$ cat src/hw/rtl/i2cdwf_pkg.sv
// Types and constants shared by the I2C display write framer modules.
`timescale 1ns / 1ps
package i2cdwf_pkg;

  // Configuration register indexes.
  localparam int unsigned CfgIdxW  = 1;
  localparam int unsigned CfgDataW = 8;
  localparam logic [CfgIdxW-1:0] CFG_DEVICE_ADDRESS = 1'b0;
  localparam logic [CfgIdxW-1:0] CFG_COMMAND_PREFIX = 1'b1;

  // Register reset values.
  localparam logic [6:0] DEVICE_ADDRESS_RST = 7'd60;
  localparam logic [7:0] COMMAND_PREFIX_RST = 8'h00;

  // Control byte that opens a data run.
  localparam logic [7:0] DATA_RUN_CONTROL = 8'h40;

  // Bit counter: eight data bits, then the ack slot.
  localparam logic [3:0] ACK_SLOT = 4'd8;

  // Depth of the job queue between front and back.
  localparam logic [1:0] JOB_FIFO_DEPTH = 2'd2;

  typedef enum logic [1:0] {
    ACT_COMMAND   = 2'd0,
    ACT_DATA_OPEN = 2'd1,
    ACT_DATA_BYTE = 2'd2,
    ACT_STOP      = 2'd3
  } action_e;

  typedef enum logic [1:0] {
    SYM_START = 2'd0,
    SYM_BIT   = 2'd1,
    SYM_ACK   = 2'd2,
    SYM_STOP  = 2'd3
  } sym_kind_e;

  typedef enum logic [1:0] {
    PH_START = 2'd0,
    PH_BYTE  = 2'd1,
    PH_STOP  = 2'd2
  } phase_e;

  // One classified bus job: optional start, up to three bytes, optional stop.
  typedef struct packed {
    logic            has_start;
    logic            has_stop;
    logic [1:0]      num_bytes;
    logic [2:0][7:0] bytes;
  } job_t;

endpackage

$ cat src/hw/rtl/i2cdwf_job_fifo.sv
// Two-entry job queue between the classifying front end and the symbol sequencer.
`timescale 1ns / 1ps
module i2cdwf_job_fifo (
  input  logic               clk_i,
  input  logic               rst_ni,
  input  logic               push_valid_i,
  output logic               push_ready_o,
  input  i2cdwf_pkg::job_t   push_job_i,
  output logic               pop_valid_o,
  input  logic               pop_ready_i,
  output i2cdwf_pkg::job_t   pop_job_o
);
  import i2cdwf_pkg::*;

  job_t       mem_q [2];
  logic       wr_ptr_q, wr_ptr_d;
  logic       rd_ptr_q, rd_ptr_d;
  logic [1:0] count_q, count_d;
  logic       push, pop;

  // Handshake on both ends.
  assign push_ready_o = (count_q != JOB_FIFO_DEPTH);
  assign pop_valid_o  = (count_q != 2'd0);
  assign push         = push_valid_i && push_ready_o;
  assign pop          = pop_valid_o && pop_ready_i;
  assign pop_job_o    = mem_q[rd_ptr_q];

  // Pointer and fill count update.
  always_comb begin
    wr_ptr_d = push ? ~wr_ptr_q : wr_ptr_q;
    rd_ptr_d = pop ? ~rd_ptr_q : rd_ptr_q;
    count_d  = count_q;
    if (push && !pop) begin
      count_d = count_q + 2'd1;
    end else if (pop && !push) begin
      count_d = count_q - 2'd1;
    end
  end

  always_ff @(posedge clk_i or negedge rst_ni) begin
    if (!rst_ni) begin
      wr_ptr_q <= 1'b0;
      rd_ptr_q <= 1'b0;
      count_q  <= 2'd0;
    end else begin
      wr_ptr_q <= wr_ptr_d;
      rd_ptr_q <= rd_ptr_d;
      count_q  <= count_d;
    end
  end

  // Entry storage needs no reset.
  always_ff @(posedge clk_i) begin
    if (push) begin
      mem_q[wr_ptr_q] <= push_job_i;
    end
  end

endmodule

$ cat src/hw/rtl/i2cdwf_front.sv
// Front end: holds the configuration registers and turns each action into a bus job.
`timescale 1ns / 1ps
module i2cdwf_front (
  input  logic                                clk_i,
  input  logic                                rst_ni,
  input  logic                                cfg_we_i,
  input  logic [i2cdwf_pkg::CfgIdxW-1:0]      cfg_index_i,
  input  logic [i2cdwf_pkg::CfgDataW-1:0]     cfg_wdata_i,
  input  logic                                in_valid_i,
  output logic                                in_ready_o,
  input  logic [1:0]                          in_action_i,
  input  logic [7:0]                          in_value_i,
  output logic                                job_valid_o,
  input  logic                                job_ready_i,
  output i2cdwf_pkg::job_t                    job_o
);
  import i2cdwf_pkg::*;

  logic [6:0] device_address_q;
  logic [7:0] command_prefix_q;
  logic [7:0] addr_byte;

  // Configuration registers.
  always_ff @(posedge clk_i or negedge rst_ni) begin
    if (!rst_ni) begin
      device_address_q <= DEVICE_ADDRESS_RST;
      command_prefix_q <= COMMAND_PREFIX_RST;
    end else if (cfg_we_i) begin
      case (cfg_index_i)
        CFG_DEVICE_ADDRESS: device_address_q <= cfg_wdata_i[6:0];
        CFG_COMMAND_PREFIX: command_prefix_q <= cfg_wdata_i;
        default: ;
      endcase
    end
  end

  // The address goes out shifted left with the write bit low.
  assign addr_byte = {device_address_q, 1'b0};

  // Classify the action into start, byte list and stop.
  always_comb begin
    job_o = '0;
    case (action_e'(in_action_i))
      ACT_COMMAND: begin
        job_o.has_start = 1'b1;
        job_o.has_stop  = 1'b1;
        job_o.num_bytes = 2'd3;
        job_o.bytes[0]  = addr_byte;
        job_o.bytes[1]  = command_prefix_q;
        job_o.bytes[2]  = in_value_i;
      end
      ACT_DATA_OPEN: begin
        job_o.has_start = 1'b1;
        job_o.num_bytes = 2'd2;
        job_o.bytes[0]  = addr_byte;
        job_o.bytes[1]  = DATA_RUN_CONTROL;
      end
      ACT_DATA_BYTE: begin
        job_o.num_bytes = 2'd1;
        job_o.bytes[0]  = in_value_i;
      end
      default: begin
        job_o.has_stop = 1'b1;
      end
    endcase
  end

  assign job_valid_o = in_valid_i;
  assign in_ready_o  = job_ready_i;

endmodule

$ cat src/hw/rtl/i2cdwf_back.sv
// Back end: walks a queued job one bus symbol per cycle, unless the output stalls, into the output register.
`timescale 1ns / 1ps
module i2cdwf_back (
  input  logic                   clk_i,
  input  logic                   rst_ni,
  input  logic                   job_valid_i,
  output logic                   job_ready_o,
  input  i2cdwf_pkg::job_t       job_i,
  output logic                   m_valid_o,
  input  logic                   m_ready_i,
  output logic [1:0]             m_kind_o,
  output logic                   m_level_o,
  output logic                   m_last_o
);
  import i2cdwf_pkg::*;

  phase_e     phase_q, phase_d, eff_phase;
  logic [1:0] byte_q, byte_d;
  logic [3:0] bit_q, bit_d;
  logic [7:0] cur_byte;
  sym_kind_e  sym_kind;
  logic       sym_level, sym_last, emit;
  logic       m_valid_q, m_level_q, m_last_q;
  sym_kind_e  m_kind_q;

  // A new symbol goes out when a job waits and the output register is free.
  assign emit        = job_valid_i && (!m_valid_q || m_ready_i);
  assign job_ready_o = emit && sym_last;

  // Current symbol and next position within the job.
  always_comb begin
    eff_phase = phase_q;
    if (eff_phase == PH_START && !job_i.has_start) begin
      eff_phase = PH_BYTE;
    end
    if (eff_phase == PH_BYTE && byte_q == job_i.num_bytes) begin
      eff_phase = PH_STOP;
    end

    case (byte_q)
      2'd0:    cur_byte = job_i.bytes[0];
      2'd1:    cur_byte = job_i.bytes[1];
      default: cur_byte = job_i.bytes[2];
    endcase

    sym_kind  = SYM_START;
    sym_level = 1'b0;
    sym_last  = 1'b0;
    case (eff_phase)
      PH_BYTE: begin
        if (bit_q == ACK_SLOT) begin
          sym_kind  = SYM_ACK;
          sym_level = 1'b1;
          sym_last  = (byte_q == 2'(job_i.num_bytes - 2'd1)) && !job_i.has_stop;
        end else begin
          // Most significant bit first.
          sym_kind  = SYM_BIT;
          sym_level = cur_byte[~bit_q[2:0]];
        end
      end
      PH_STOP: begin
        sym_kind = SYM_STOP;
        sym_last = 1'b1;
      end
      default: ;
    endcase

    phase_d = phase_q;
    byte_d  = byte_q;
    bit_d   = bit_q;
    if (emit) begin
      if (sym_last) begin
        phase_d = PH_START;
        byte_d  = 2'd0;
        bit_d   = 4'd0;
      end else begin
        case (eff_phase)
          PH_START: begin
            phase_d = PH_BYTE;
            byte_d  = 2'd0;
            bit_d   = 4'd0;
          end
          PH_BYTE: begin
            phase_d = PH_BYTE;
            if (bit_q == ACK_SLOT) begin
              byte_d = byte_q + 2'd1;
              bit_d  = 4'd0;
            end else begin
              bit_d = bit_q + 4'd1;
            end
          end
          default: phase_d = PH_START;
        endcase
      end
    end
  end

  always_ff @(posedge clk_i or negedge rst_ni) begin
    if (!rst_ni) begin
      phase_q <= PH_START;
      byte_q  <= 2'd0;
      bit_q   <= 4'd0;
    end else begin
      phase_q <= phase_d;
      byte_q  <= byte_d;
      bit_q   <= bit_d;
    end
  end

  // Output register valid flag.
  always_ff @(posedge clk_i or negedge rst_ni) begin
    if (!rst_ni) begin
      m_valid_q <= 1'b0;
    end else if (emit) begin
      m_valid_q <= 1'b1;
    end else if (m_ready_i) begin
      m_valid_q <= 1'b0;
    end
  end

  // Output register payload.
  always_ff @(posedge clk_i) begin
    if (emit) begin
      m_kind_q  <= sym_kind;
      m_level_q <= sym_level;
      m_last_q  <= sym_last;
    end
  end

  assign m_valid_o = m_valid_q;
  assign m_kind_o  = m_kind_q;
  assign m_level_o = m_level_q;
  assign m_last_o  = m_last_q;

endmodule

$ cat src/hw/rtl/i2c_display_write_framer_top.sv
// The first symbol of an item passes through the job queue, then the output register.
// The back-end sequencer and output register send one symbol per cycle unless stalled:
// a command item gives 29 symbols, a data-run open 19, a data byte 9, a stop 1.
// A two-entry job queue lets new items be accepted while earlier ones are still sent.
// Reset is asynchronous, active low: queue and output empty, address 60, prefix 0x00.
`timescale 1ns / 1ps
module i2c_display_write_framer_top (
  input  logic                              clk_i,
  input  logic                              rst_ni,
  input  logic                              cfg_we_i,
  input  logic [i2cdwf_pkg::CfgIdxW-1:0]    cfg_index_i,
  input  logic [i2cdwf_pkg::CfgDataW-1:0]   cfg_wdata_i,
  input  logic                              s_axis_tvalid,
  output logic                              s_axis_tready,
  input  logic [7:0]                        s_axis_tdata,  // [7:0] value
  input  logic [1:0]                        s_axis_tuser,  // [1:0] action
  output logic                              m_axis_tvalid,
  input  logic                              m_axis_tready,
  output logic [7:0]                        m_axis_tdata,  // [0] data_level, [7:1] zero
  output logic [1:0]                        m_axis_tuser,  // [1:0] symbol_kind
  output logic                              m_axis_tlast   // run_last
);
  import i2cdwf_pkg::*;

  logic fe_valid, fe_ready, be_valid, be_ready, m_level;
  job_t fe_job, be_job;

  // Front end: configuration and classification.
  i2cdwf_front u_front (
    .clk_i       (clk_i),
    .rst_ni      (rst_ni),
    .cfg_we_i    (cfg_we_i),
    .cfg_index_i (cfg_index_i),
    .cfg_wdata_i (cfg_wdata_i),
    .in_valid_i  (s_axis_tvalid),
    .in_ready_o  (s_axis_tready),
    .in_action_i (s_axis_tuser),
    .in_value_i  (s_axis_tdata),
    .job_valid_o (fe_valid),
    .job_ready_i (fe_ready),
    .job_o       (fe_job)
  );

  // Job queue.
  i2cdwf_job_fifo u_fifo (
    .clk_i        (clk_i),
    .rst_ni       (rst_ni),
    .push_valid_i (fe_valid),
    .push_ready_o (fe_ready),
    .push_job_i   (fe_job),
    .pop_valid_o  (be_valid),
    .pop_ready_i  (be_ready),
    .pop_job_o    (be_job)
  );

  // Back end: symbol sequencer.
  i2cdwf_back u_back (
    .clk_i       (clk_i),
    .rst_ni      (rst_ni),
    .job_valid_i (be_valid),
    .job_ready_o (be_ready),
    .job_i       (be_job),
    .m_valid_o   (m_axis_tvalid),
    .m_ready_i   (m_axis_tready),
    .m_kind_o    (m_axis_tuser),
    .m_level_o   (m_level),
    .m_last_o    (m_axis_tlast)
  );

  assign m_axis_tdata = {7'd0, m_level};

endmodule

$ cat config.mk
export PLATFORM = sky130hd
export DESIGN_NAME = i2c_display_write_framer_top
export DESIGN_NICKNAME = d
export VERILOG_FILES = /design/src/hw/rtl/i2cdwf_pkg.sv /design/src/hw/rtl/i2cdwf_job_fifo.sv /design/src/hw/rtl/i2cdwf_front.sv /design/src/hw/rtl/i2cdwf_back.sv /design/src/hw/rtl/i2c_display_write_framer_top.sv
export SDC_FILE = /design/constraint.sdc
export NUM_CORES = 1
export LEC_CHECK = 0
export BUFFER_PORTS_ARGS = -buffer_cell sky130_fd_sc_hd__clkbuf_2
export CAP_MARGIN = 20
export CORE_MARGIN = 3
export CORE_UTILIZATION = 45
export DETAILED_ROUTE_END_ITERATION = 8
export SLEW_MARGIN = 10
export SYNTH_ARGS = -nofsm -noshare
export SYNTH_HDL_FRONTEND = slang
export SYNTH_SLANG_ARGS = --single-unit
$ cat constraint.sdc
create_clock -name clk_i -period 3 [get_ports clk_i]
set_input_delay 0.45 -clock clk_i [delete_from_list [all_inputs] [get_ports clk_i]]
set_output_delay 0.45 -clock clk_i [all_outputs]
set_load 0.05 [all_outputs]
======== Yosys cells after proc, flatten, opt, wreduce, memory -nomap -nowiden ========
Memory sizes are Yosys's and may differ from the RTL's.
Cells that the tools add are included.
word-level totals
  input bits .............................. 24
  RAM bits ................................ 56
  output and inout port bits .............. 13
  register bits ........................... 32
  logic and storage cells ................. 94
  memories ................................ 1
operators by class
  muxes and demuxes ....................... 30
  reductions and logical operators ........ 30
  add/subtract/negate cells ............... 5
  eq/ne operators ......................... 11
  $lt $le $gt $ge ......................... 1
  bitwise logic cells ..................... 4
memory list
  memory        depth  width  read ports  clocked after memory_dff  wr ports  RTL line               RTL
  u_fifo.mem_q  2      28     1           0                         1         i2cdwf_job_fifo.sv:15  job_t mem_q [2];
operator list
  kind                                                                   number
  8-bit case mux with 2 select lines                                     3
  2-bit 2-to-1 mux                                                       8
  1-bit 2-to-1 mux                                                       10
  1-bit logical AND                                                      9
  2-bit by 1-bit == test with 1-bit output (second input constant)       4
  2-bit logical NOT                                                      4
  4-bit 2-to-1 mux                                                       2
  8-bit 2-to-1 mux                                                       1
  2-bit case mux with 2 select lines                                     2
  4-bit case mux with 2 select lines                                     1
  2-bit case mux with 3 select lines                                     1
  2-bit AND reduction                                                    3
  2-bit nonzero test                                                     3
  2-bit OR reduction                                                     3
  1-bit logical NOT                                                      5
  2-bit by 1-bit adder with 2-bit output (second input constant)         2
  4-bit by 1-bit adder with 4-bit output (second input constant)         1
  2-bit == test                                                          2
  2-bit == test (second input constant)                                  2
  4-bit == test (second input constant)                                  1
  3-bit by 4-bit < comparator with 1-bit output (second input constant)  1
  2-bit by 1-bit subtractor with 2-bit output (second input constant)    2
  1-bit binary-select mux with 3-bit select                              1
  3-bit by 1-bit != test with 1-bit output (second input constant)       1
  other kinds (7)                                                        9

======== Depth between registers and ports, before layout ========
Gate-level depths: netlist (run 1).
An unclocked memory read counts as a cell.
  word-level depth ........................ 14
  gate-level depth with buffers ........... 12
  gate-level depth less buffers ........... 11

======== By module ========
A second synthesis (run 1) with hierarchy kept.
second synthesis, totals
  cell total of the unflattened synthesis .. 295
  area, all modules ....................... 4150.2 um^2
by module, submodules not included
  module                        times used  area an instance (um^2)  sequential area each (um^2)  cells each
  i2cdwf_job_fifo               1           2262.2                   1781.7                       105
  i2cdwf_back                   1           912.1                    320.3                        92
  i2cdwf_front                  1           912.1                    380.4                        89
  i2c_display_write_framer_top  1           63.8                     0.0                          9

======== Worst setup path before layout (run 1) ========
Ideal clock, no wire load.
  path kind ............................... register -> register
  from .................................... register u_fifo.count_q[0]
  to ...................................... memory u_fifo.mem_q[0][0] (netlist name) (enable)
  period minus slack after synthesis ...... 2.698 ns
  setup time .............................. 0.413 ns
  data required time ...................... 2.587 ns
  arrival ................................. 2.285 ns
  buffers on the path ..................... 0
  path slack .............................. 0.302 ns
  stages on the path, launching flop included .. 4
  path through ............................ dfrtp_1 -> nand2b_1 -> nand2_1 -> nor2_1
on the way
  longest elaborated chain between the ends .. 4
RTL lines
  element                                 RTL line                            RTL
  start, declared                         i2cdwf_job_fifo.sv:18               logic [1:0] count_q, count_d;
  start signal, assigned                  i2cdwf_job_fifo.sv:48               count_q <= count_d;
  2-bit != test                           i2cdwf_job_fifo.sv:22               assign push_ready_o = (count_q != JOB_FIFO_DEPTH);
  via s_axis_tready                       i2c_display_write_framer_top.sv:14  output logic s_axis_tready,
  1-bit logical AND                       i2cdwf_job_fifo.sv:24               assign push = push_valid_i && push_ready_o;
  1-bit 2-to-1 mux                        i2cdwf_job_fifo.sv:54               if (push) begin
  1-bit 2-to-1 mux (not written as such)  i2cdwf_job_fifo.sv:55               mem_q[wr_ptr_q] <= push_job_i;
  end, declared                           i2cdwf_job_fifo.sv:15
The timed path passes the listed nets, and every way through them passes these cells.

======== Worst setup path in the final report (run 1) ========
  from .................................... register u_fifo.rd_ptr_q
  to ...................................... register u_fifo.count_q[1]
on the way
  longest elaborated chain between the ends .. 14
  elaborated cells on any way between the ends .. 23
  classes of those cells .................. add/sub (1); eq/ne (5); mux (5); reduce/logical (11); memory (1)
RTL lines
  element                                                                           RTL line               RTL
  start, declared                                                                   i2cdwf_job_fifo.sv:17  logic rd_ptr_q, rd_ptr_d;
  start signal, assigned                                                            i2cdwf_job_fifo.sv:47  rd_ptr_q <= rd_ptr_d;
  memory read 2 x 28 bit (*)                                                        -
  1-bit logical NOT                                                                 i2cdwf_back.sv:33      if (eff_phase == PH_START && !job_i.has_start) begin
  1-bit logical AND                                                                 i2cdwf_back.sv:33
  2-bit 2-to-1 mux                                                                  i2cdwf_back.sv:33
  2-bit by 1-bit == test with 1-bit output                                          i2cdwf_back.sv:36      if (eff_phase == PH_BYTE && byte_q == job_i.num_bytes) begin
  1-bit logical AND                                                                 i2cdwf_back.sv:36
  2-bit 2-to-1 mux                                                                  i2cdwf_back.sv:36
  2-bit == test / 2-bit by 1-bit == test with 1-bit output (equally long branches)  i2cdwf_back.sv:49      case (eff_phase)
  1-bit case mux with 2 select lines (*)                                            i2cdwf_back.sv:49
  1-bit logical AND (*)                                                             i2cdwf_back.sv:28      assign job_ready_o = emit && sym_last;
  1-bit logical AND (*)                                                             i2cdwf_job_fifo.sv:25  assign pop = pop_valid_o && pop_ready_i;
  1-bit logical NOT                                                                 i2cdwf_job_fifo.sv:33  if (push && !pop) begin
  1-bit logical AND                                                                 i2cdwf_job_fifo.sv:33
  2-bit 2-to-1 mux / 2-bit nonzero test (equally long branches)                     -
Every way passes the cells marked *; elsewhere a longest branch is shown, timed or not.
A chain may end at the register's enable or synchronous reset.

==> results of run 1 <==
==> kinds of logic (layout without fill, tap and decap cells) <==
logic type | after synthesis | after routing | share of synthesized area, %
fa+ha+maj | 9 | 9 | 2.85
simple gates | 69 | 69 | 9.32
buf+inv | 36 | 64 | 4.85
other cells | 1 | 7 | 0.0950
flops | 87 | 87 | 62.9
compound gates | 57 | 57 | 11.2
mux | 23 | 23 | 6.62
xor+xnor | 9 | 9 | 2.19
==> synthesized netlist by cell type (all sizes together) (2+ instances only) <==
master,number
or4,2
a211oi,5
a211o,3
mux2i,7
nand2b,6
nor2,20
a21o,2
nor4,2
xor2,4
a221oi,8
a22o,9
a21oi,10
nor3,3
o2bb2ai,2
dfrtp,23
ha,9
clkbuf,5
and2,16
nor2b,2
or2,2
a22oi,7
dfstp,4
o2111ai,2
nand3,2
nand2,9
edfxtp,60
buf,16
inv,15
o21ai,3
xnor2,5
mux2,15
==> metal layers <==
metal	part of all wire (%)	vias up	global-route usage [%]
met3	3.8	8	2.81
met1	49	1112	22.3
met5	0	-	0
li1	-	1114	-
met2	46	47	22.8
met4	1.3	0	5.67
==> where the power goes <==
part | switching (mW) | total, mW | internal [mW]
clock | 0.418 | 0.744 | 0.326
combinational | 0.869 | 1.40 | 0.533
sequential | 0.175 | 1.84 | 1.66
==> layout by cell type (no fill, tap or decap), types with 3 or more instances in the layout <==
master	synthesis	final
nor3_1	3	3
a211o_1	3	3
xnor2_1	4	4
ha_1	9	9
dfstp_2	4	4
a221oi_1	8	8
xor2_1	4	4
nand2b_1	6	6
dfrtp_1	23	23
clkbuf_8	0	10
clkbuf_2	0	29
mux2i_1	7	7
nor2_1	19	18
and2_1	16	16
inv_1	15	15
mux2_2	15	15
nand2_1	9	9
buf_4	10	4
a21oi_1	9	9
a211oi_1	4	4
a22o_1	9	9
conb_1	1	7
clkinvlp_4	0	3
a22oi_1	7	7
edfxtp_1	60	60
==> sequential cells by signal, summed over array words and instances (netlist names) <==
register,cells
u_fifo.mem_q,56
u_front.command_prefix_q,8
u_front.device_address_q,7
u_back.bit_q,4
u_back.byte_q,2
u_back.m_kind_o,2
u_fifo.count_q,2
u_back.m_last_o,1
u_back.m_level_o,1
u_back.m_valid_o,1
u_back.phase_q,1
u_fifo.rd_ptr_q,1
u_fifo.wr_ptr_q,1
==> path summary, 6_finish.rpt <==
path,start,end,slack (ns),cells after the start
worst max-delay path,u_fifo.rd_ptr_q$_DFFE_PN0P_,u_fifo.count_q[1]$_DFFE_PN0P_,0.41,8
worst min-delay path,rst_ni,u_back.bit_q[2]$_DFFE_PN0P_,0.16,1
worst max register to register,u_fifo.rd_ptr_q$_DFFE_PN0P_,u_fifo.count_q[1]$_DFFE_PN0P_,0.41,8
worst min register to register,u_front.command_prefix_q[5]$_DFFE_PN0P_,u_front.command_prefix_q[5]$_DFFE_PN0P_,0.50,1
max in group asynchronous,rst_ni,u_front.command_prefix_q[3]$_DFFE_PN0P_,2.36,1
min in group clk_i,cfg_wdata_i[7],u_front.command_prefix_q[7]$_DFFE_PN0P_,0.33,2
==> per-stage QoR <==
| step | hold WS [ns] | worst slack, ns |
|---|---|---|
| after floorplan | 0.154 | 0.302 |
| after global placement | 0.481 | 0.531 |
| after detailed placement | 0.488 | 0.405 |
| after CTS | 0.169 | 0.386 |
| after global routing | 0.193 | 0.218 |
| final | 0.158 | 0.411 |
==> cell type report <==
type / instances / area (um^2)
Inverter: 15 / 56.3
Sequential cell: 87 / 2480
Tap cell: 105 / 131
Multi-Input combinational cell: 174 / 1300
Timing Repair Buffer: 33 / 175
Clock buffer: 10 / 138
Fill cell: 715 / 4050
Clock inverter: 6 / 45.0
==> out/results.ini, run 1 <==
[synthesis]
synth.avg_cell_area_um2=13.6
synth_area_leader_cell=edfxtp_1
synth_top_area_share_pct=45.6
synthFlopType=edfxtp_1
ys_ff_latch=87
async_reset_ff_share_pct=31.0
synthesis.instances=291
synth-edff-count=60
netlist_area_um2=3950
synth_seq_area_share_pct=62.9
synth.area.top_cells=edfxtp_1 46%, dfrtp_1 15%, mux2_2 4.3%, ha_1 2.9%, dfstp_2 2.7%
ys_types=52
synth_warnings=0

[timing]
worst_pin_slew_ns=0.760
period_needed_ns=2.59
fmax_ghz=0.386
relSlewSlack_pct=49.4
period_share_pct=86.3
drv_slew=0
finalSetupViolCount=0
fin_setup_tns_ns=0
final-hold-violation-count=0
clock-skew-final_ns=0.00821
rsz0062_at_grt=false

[place]
io_buffers=29
hpwl_um=5040
gp_congestion=0.826
dp.cells=414
place_area_um2=4150

[setup_path]
path_class=flop to flop
slowest_stage=dfrtp_1
cp_max_fo=13
crit_path_start_kind=flop
crit_buf_inv=0
critical_path_required_ns=3.27
cp_slowest_stage_delay_ns=0.66
worstPathCellList=mux2i_1 -> xnor2_2 -> mux2i_1 -> a21oi_2 -> nand2b_1 -> ha_1 -> nor2_1 -> xor2_1
crit_top_cell=mux2i_1
arrival_ns=2.86
end_kind=flop
cp_top_family=multiplexers

[cells_and_area]
area.growth.synth_to_final_pct=9.60
final_util_pct=51.6
final_nets=353
drive_above_1_share_pct=23.4
n_antenna_cell=0
design_area_um2=4330
final_cells=430

[clock_network]
tritoncts=built
cts_buffer_depth=2
numCtsBuffers=9
cts_sinks=87
cts-root-buf=clkbuf_8
path_clk_slew_ns=0.09
post_cts_buffers=0
htreeDepth=3
ctsHoldBuffers=0
clk_latency_ns=0.34
cts_resized=0

[global_routing]
grt_remaining_overflow=0
grt_usage_pct=15.3
antenna_found_initial=0
grt_start_max_net_pins=29
grt_pass1_vias=2325
grt_pass1_wl_um=11700

[die]
dieHeight_um=99.7
die_area_um2=9940
initial_core_util_pct=47.1
io_pins=37
rows=33
die_x_um=99.7
core_area_um2=8380

[route]
drcViolationCount=0
wl_per_cell_um=16.5
drt_iter0_drc=119
ant_nets=0
vias=2281
first_pass_iters=4
vias_per_cell=5.30
drt-total-wl_um=7100

[status]
outcome=finished, final reports clean

[power_and_ir_drop]
ir_drop_mv=0.288
power_mw=3.99
leakage_nw=1.72
power_density_nw_per_um2=921

[run]
cap_viol_max_count=0

[worst_hold_path]
holdCritPathClass=primary input to asynchronous set/reset pin

Power figures use the tool's default switching activity.
==> run 2, diff against run 1 <==
--- a/config.mk
+++ b/config.mk
@@ -10,6 +10,7 @@
 export CORE_MARGIN = 3
 export CORE_UTILIZATION = 45
 export DETAILED_ROUTE_END_ITERATION = 8
+export RECOVER_POWER = 50
 export SLEW_MARGIN = 10
 export SYNTH_ARGS = -nofsm -noshare
 export SYNTH_HDL_FRONTEND = slang
==> out/results.ini, run 2 (synthesis gave the netlist of run 1 again) <==
[global_routing]
grt_usage_pct=15.3  ; unchanged
grt_pass1_wl_um=11700  ; unchanged
antenna_found_initial=0  ; unchanged
grt_pass1_vias=2325  ; unchanged
grt_remaining_overflow=0  ; unchanged
grt_start_max_net_pins=29  ; unchanged

[setup_path]
crit_buf_inv=0  ; unchanged
critical_path_required_ns=3.27  ; about the same
reg2reg_depth=8  ; unchanged
crit_top_cell=mux2i_1
cp_max_fo=13  ; unchanged
crit_path_start_kind=flop
worstPathCellList=mux2i_1 -> xnor2_2 -> mux2i_1 -> a21oi_2 -> nand2b_1 -> ha_1 -> nor2_1 -> xor2_1
timing.rr.end=u_fifo.count_q[1]$_DFFE_PN0P_
path_class=flop to flop
arrival_ns=2.85  ; about the same
setup.reg_to_reg.worst_slack_ns=0.41  ; about the same
cp_num_cells=8  ; unchanged
end_kind=flop
cp_slowest_stage_delay_ns=0.66  ; about the same
cp_top_family=multiplexers
worstReg2RegStart=u_fifo.rd_ptr_q$_DFFE_PN0P_
slowest_stage=dfrtp_1

[place]
gp_congestion=0.826  ; unchanged
hpwl_um=5040  ; unchanged
place_area_um2=4150  ; unchanged
dp.cells=414  ; unchanged
io_buffers=29  ; unchanged

[route]
drt_iter0_drc=150  ; +26%
vias=2303  ; +0.96%
ant_nets=0  ; unchanged
vias_per_cell=5.36  ; +0.96%
first_pass_iters=4  ; unchanged
drcViolationCount=0  ; unchanged
drt-total-wl_um=7150  ; +0.75%
wl_per_cell_um=16.6  ; +0.75%

[clock_network]
cts_buffer_depth=2  ; unchanged
post_cts_buffers=0  ; unchanged
cts_resized=0  ; unchanged
tritoncts=built
ctsHoldBuffers=0  ; unchanged
numCtsBuffers=9  ; unchanged
cts_sinks=87  ; unchanged
htreeDepth=3  ; unchanged
clk_latency_ns=0.34  ; about the same
path_clk_slew_ns=0.09  ; about the same
cts-root-buf=clkbuf_8

[die]
die_area_um2=9940  ; unchanged
die_x_um=99.7  ; unchanged
initial_core_util_pct=47.1  ; unchanged
io_pins=37  ; unchanged
rows=33  ; unchanged
core_area_um2=8380  ; unchanged
dieHeight_um=99.7  ; unchanged

[cells_and_area]
final_cell_mix=60 x edfxtp_1, 23 x dfrtp_1, 21 x clkbuf_2, 18 x nor2_1, 16 x and2_0
drive_above_1_share_pct=20.3  ; -3.1 points
design_area_um2=4310  ; -0.32%
area.growth.synth_to_final_pct=9.25
n_antenna_cell=0  ; unchanged
top_regs=u_fifo.mem_q x56, u_front.command_prefix_q x8, u_front.device_address_q x7
final_common_cell=edfxtp_1
top_register=u_fifo.mem_q
final_cells=430  ; unchanged
largest_register_ff_count=56  ; unchanged
final_nets=353  ; unchanged

[timing]
drv_slew=57  ; +57
clock-skew-final_ns=0.00827  ; +0.0000566 ns
rsz0062_at_grt=false
worst_pin_slew_ns=1.59  ; +0.833 ns
fin_setup_tns_ns=0  ; unchanged
period_share_pct=86.2  ; -0.13 points
period_needed_ns=2.59  ; -0.00390 ns
fmax_ghz=0.387  ; +0.15%
final-hold-violation-count=0  ; unchanged
finalSetupViolCount=0  ; unchanged
relSlewSlack_pct=-6.17  ; -56 points

[worst_hold_path]
min_path_cells=2
holdCritPathClass=primary input to flop
min_to=u_front.command_prefix_q[7]$_DFFE_PN0P_
hp-start=cfg_wdata_i[7]

[run]
cap_viol_max_count=2  ; +2

[status]
violations=capacitance limit, slew limit
outcome=finished, violations left

[power_and_ir_drop]
power_density_nw_per_um2=924  ; +0.30%
ir_drop_mv=0.294  ; +2.0%
leakage_nw=1.68  ; -2.5%

-- run 2: changes by cell type in the layout (fill, tap and decap cells not counted), sizes merged --
cell	change
buf	-1
clkbuf	+1
-- run 2: final cells by class --
type	count	area, um^2
Timing Repair Buffer	33	161
Tap cell	105	131
Fill cell	718	4070
Clock inverter	6	45.0
Sequential cell	87	2480
Multi-Input combinational cell	174	1300
Clock buffer	10	138
Inverter	15	56.3
-- run 2: how the worst max path moves through the flow --
stage                             startpoint                            end  slack [ns]
5_1_grt          u_fifo.rd_ptr_q$_DFFE_PN0P_  u_fifo.count_q[1]$_DFFE_PN0P_        0.22
3_3_place_gp     u_fifo.rd_ptr_q$_DFFE_PN0P_  u_fifo.count_q[1]$_DFFE_PN0P_        0.53
4_1_cts          u_fifo.rd_ptr_q$_DFFE_PN0P_  u_fifo.count_q[1]$_DFFE_PN0P_        0.39
2_1_floorplan  u_fifo.count_q[0]$_DFFE_PN0P_   u_fifo.mem_q[0][0]$_DFFE_PP_        0.30
6_report         u_fifo.rd_ptr_q$_DFFE_PN0P_  u_fifo.count_q[1]$_DFFE_PN0P_        0.41
3_5_place_dp     u_fifo.rd_ptr_q$_DFFE_PN0P_  u_fifo.count_q[1]$_DFFE_PN0P_        0.41
-- run 2: power by group --
| group | internal, mW | switching, mW | total [mW] | leakage, nW |
|---|---|---|---|---|
| clock | 0.326 | 0.422 | 0.748 | 0.0849 |
| combinational | 0.520 | 0.873 | 1.39 | 0.707 |
| sequential | 1.67 | 0.175 | 1.84 | 0.886 |
-- run 2: per-layer routing --
layer	wire, um	vias to the layer above	track usage, %
met3	385	8	2.81
met4	89	0	5.67
met5	0	-	0
met2	3210	59	22.8
li1	-	1121	-
met1	3470	1115	22.3
-- run 2: metrics by stage --
| stage | hold slack (ns) | util (%) | power, mW | worst slack (ns) |
|---|---|---|---|---|
| 4_1_cts | 0.169 | 51.6 | 4.03 | 0.386 |
| 2_1_floorplan | 0.154 | - | 2.98 | 0.302 |
| 3_5_place_dp | 0.488 | 49.5 | 3.27 | 0.405 |
| 3_3_place_gp | 0.481 | 49.5 | 3.26 | 0.531 |
| 6_report | 0.329 | 51.5 | 3.98 | 0.415 |
| 5_1_grt | 0.326 | 51.5 | 4.24 | 0.218 |
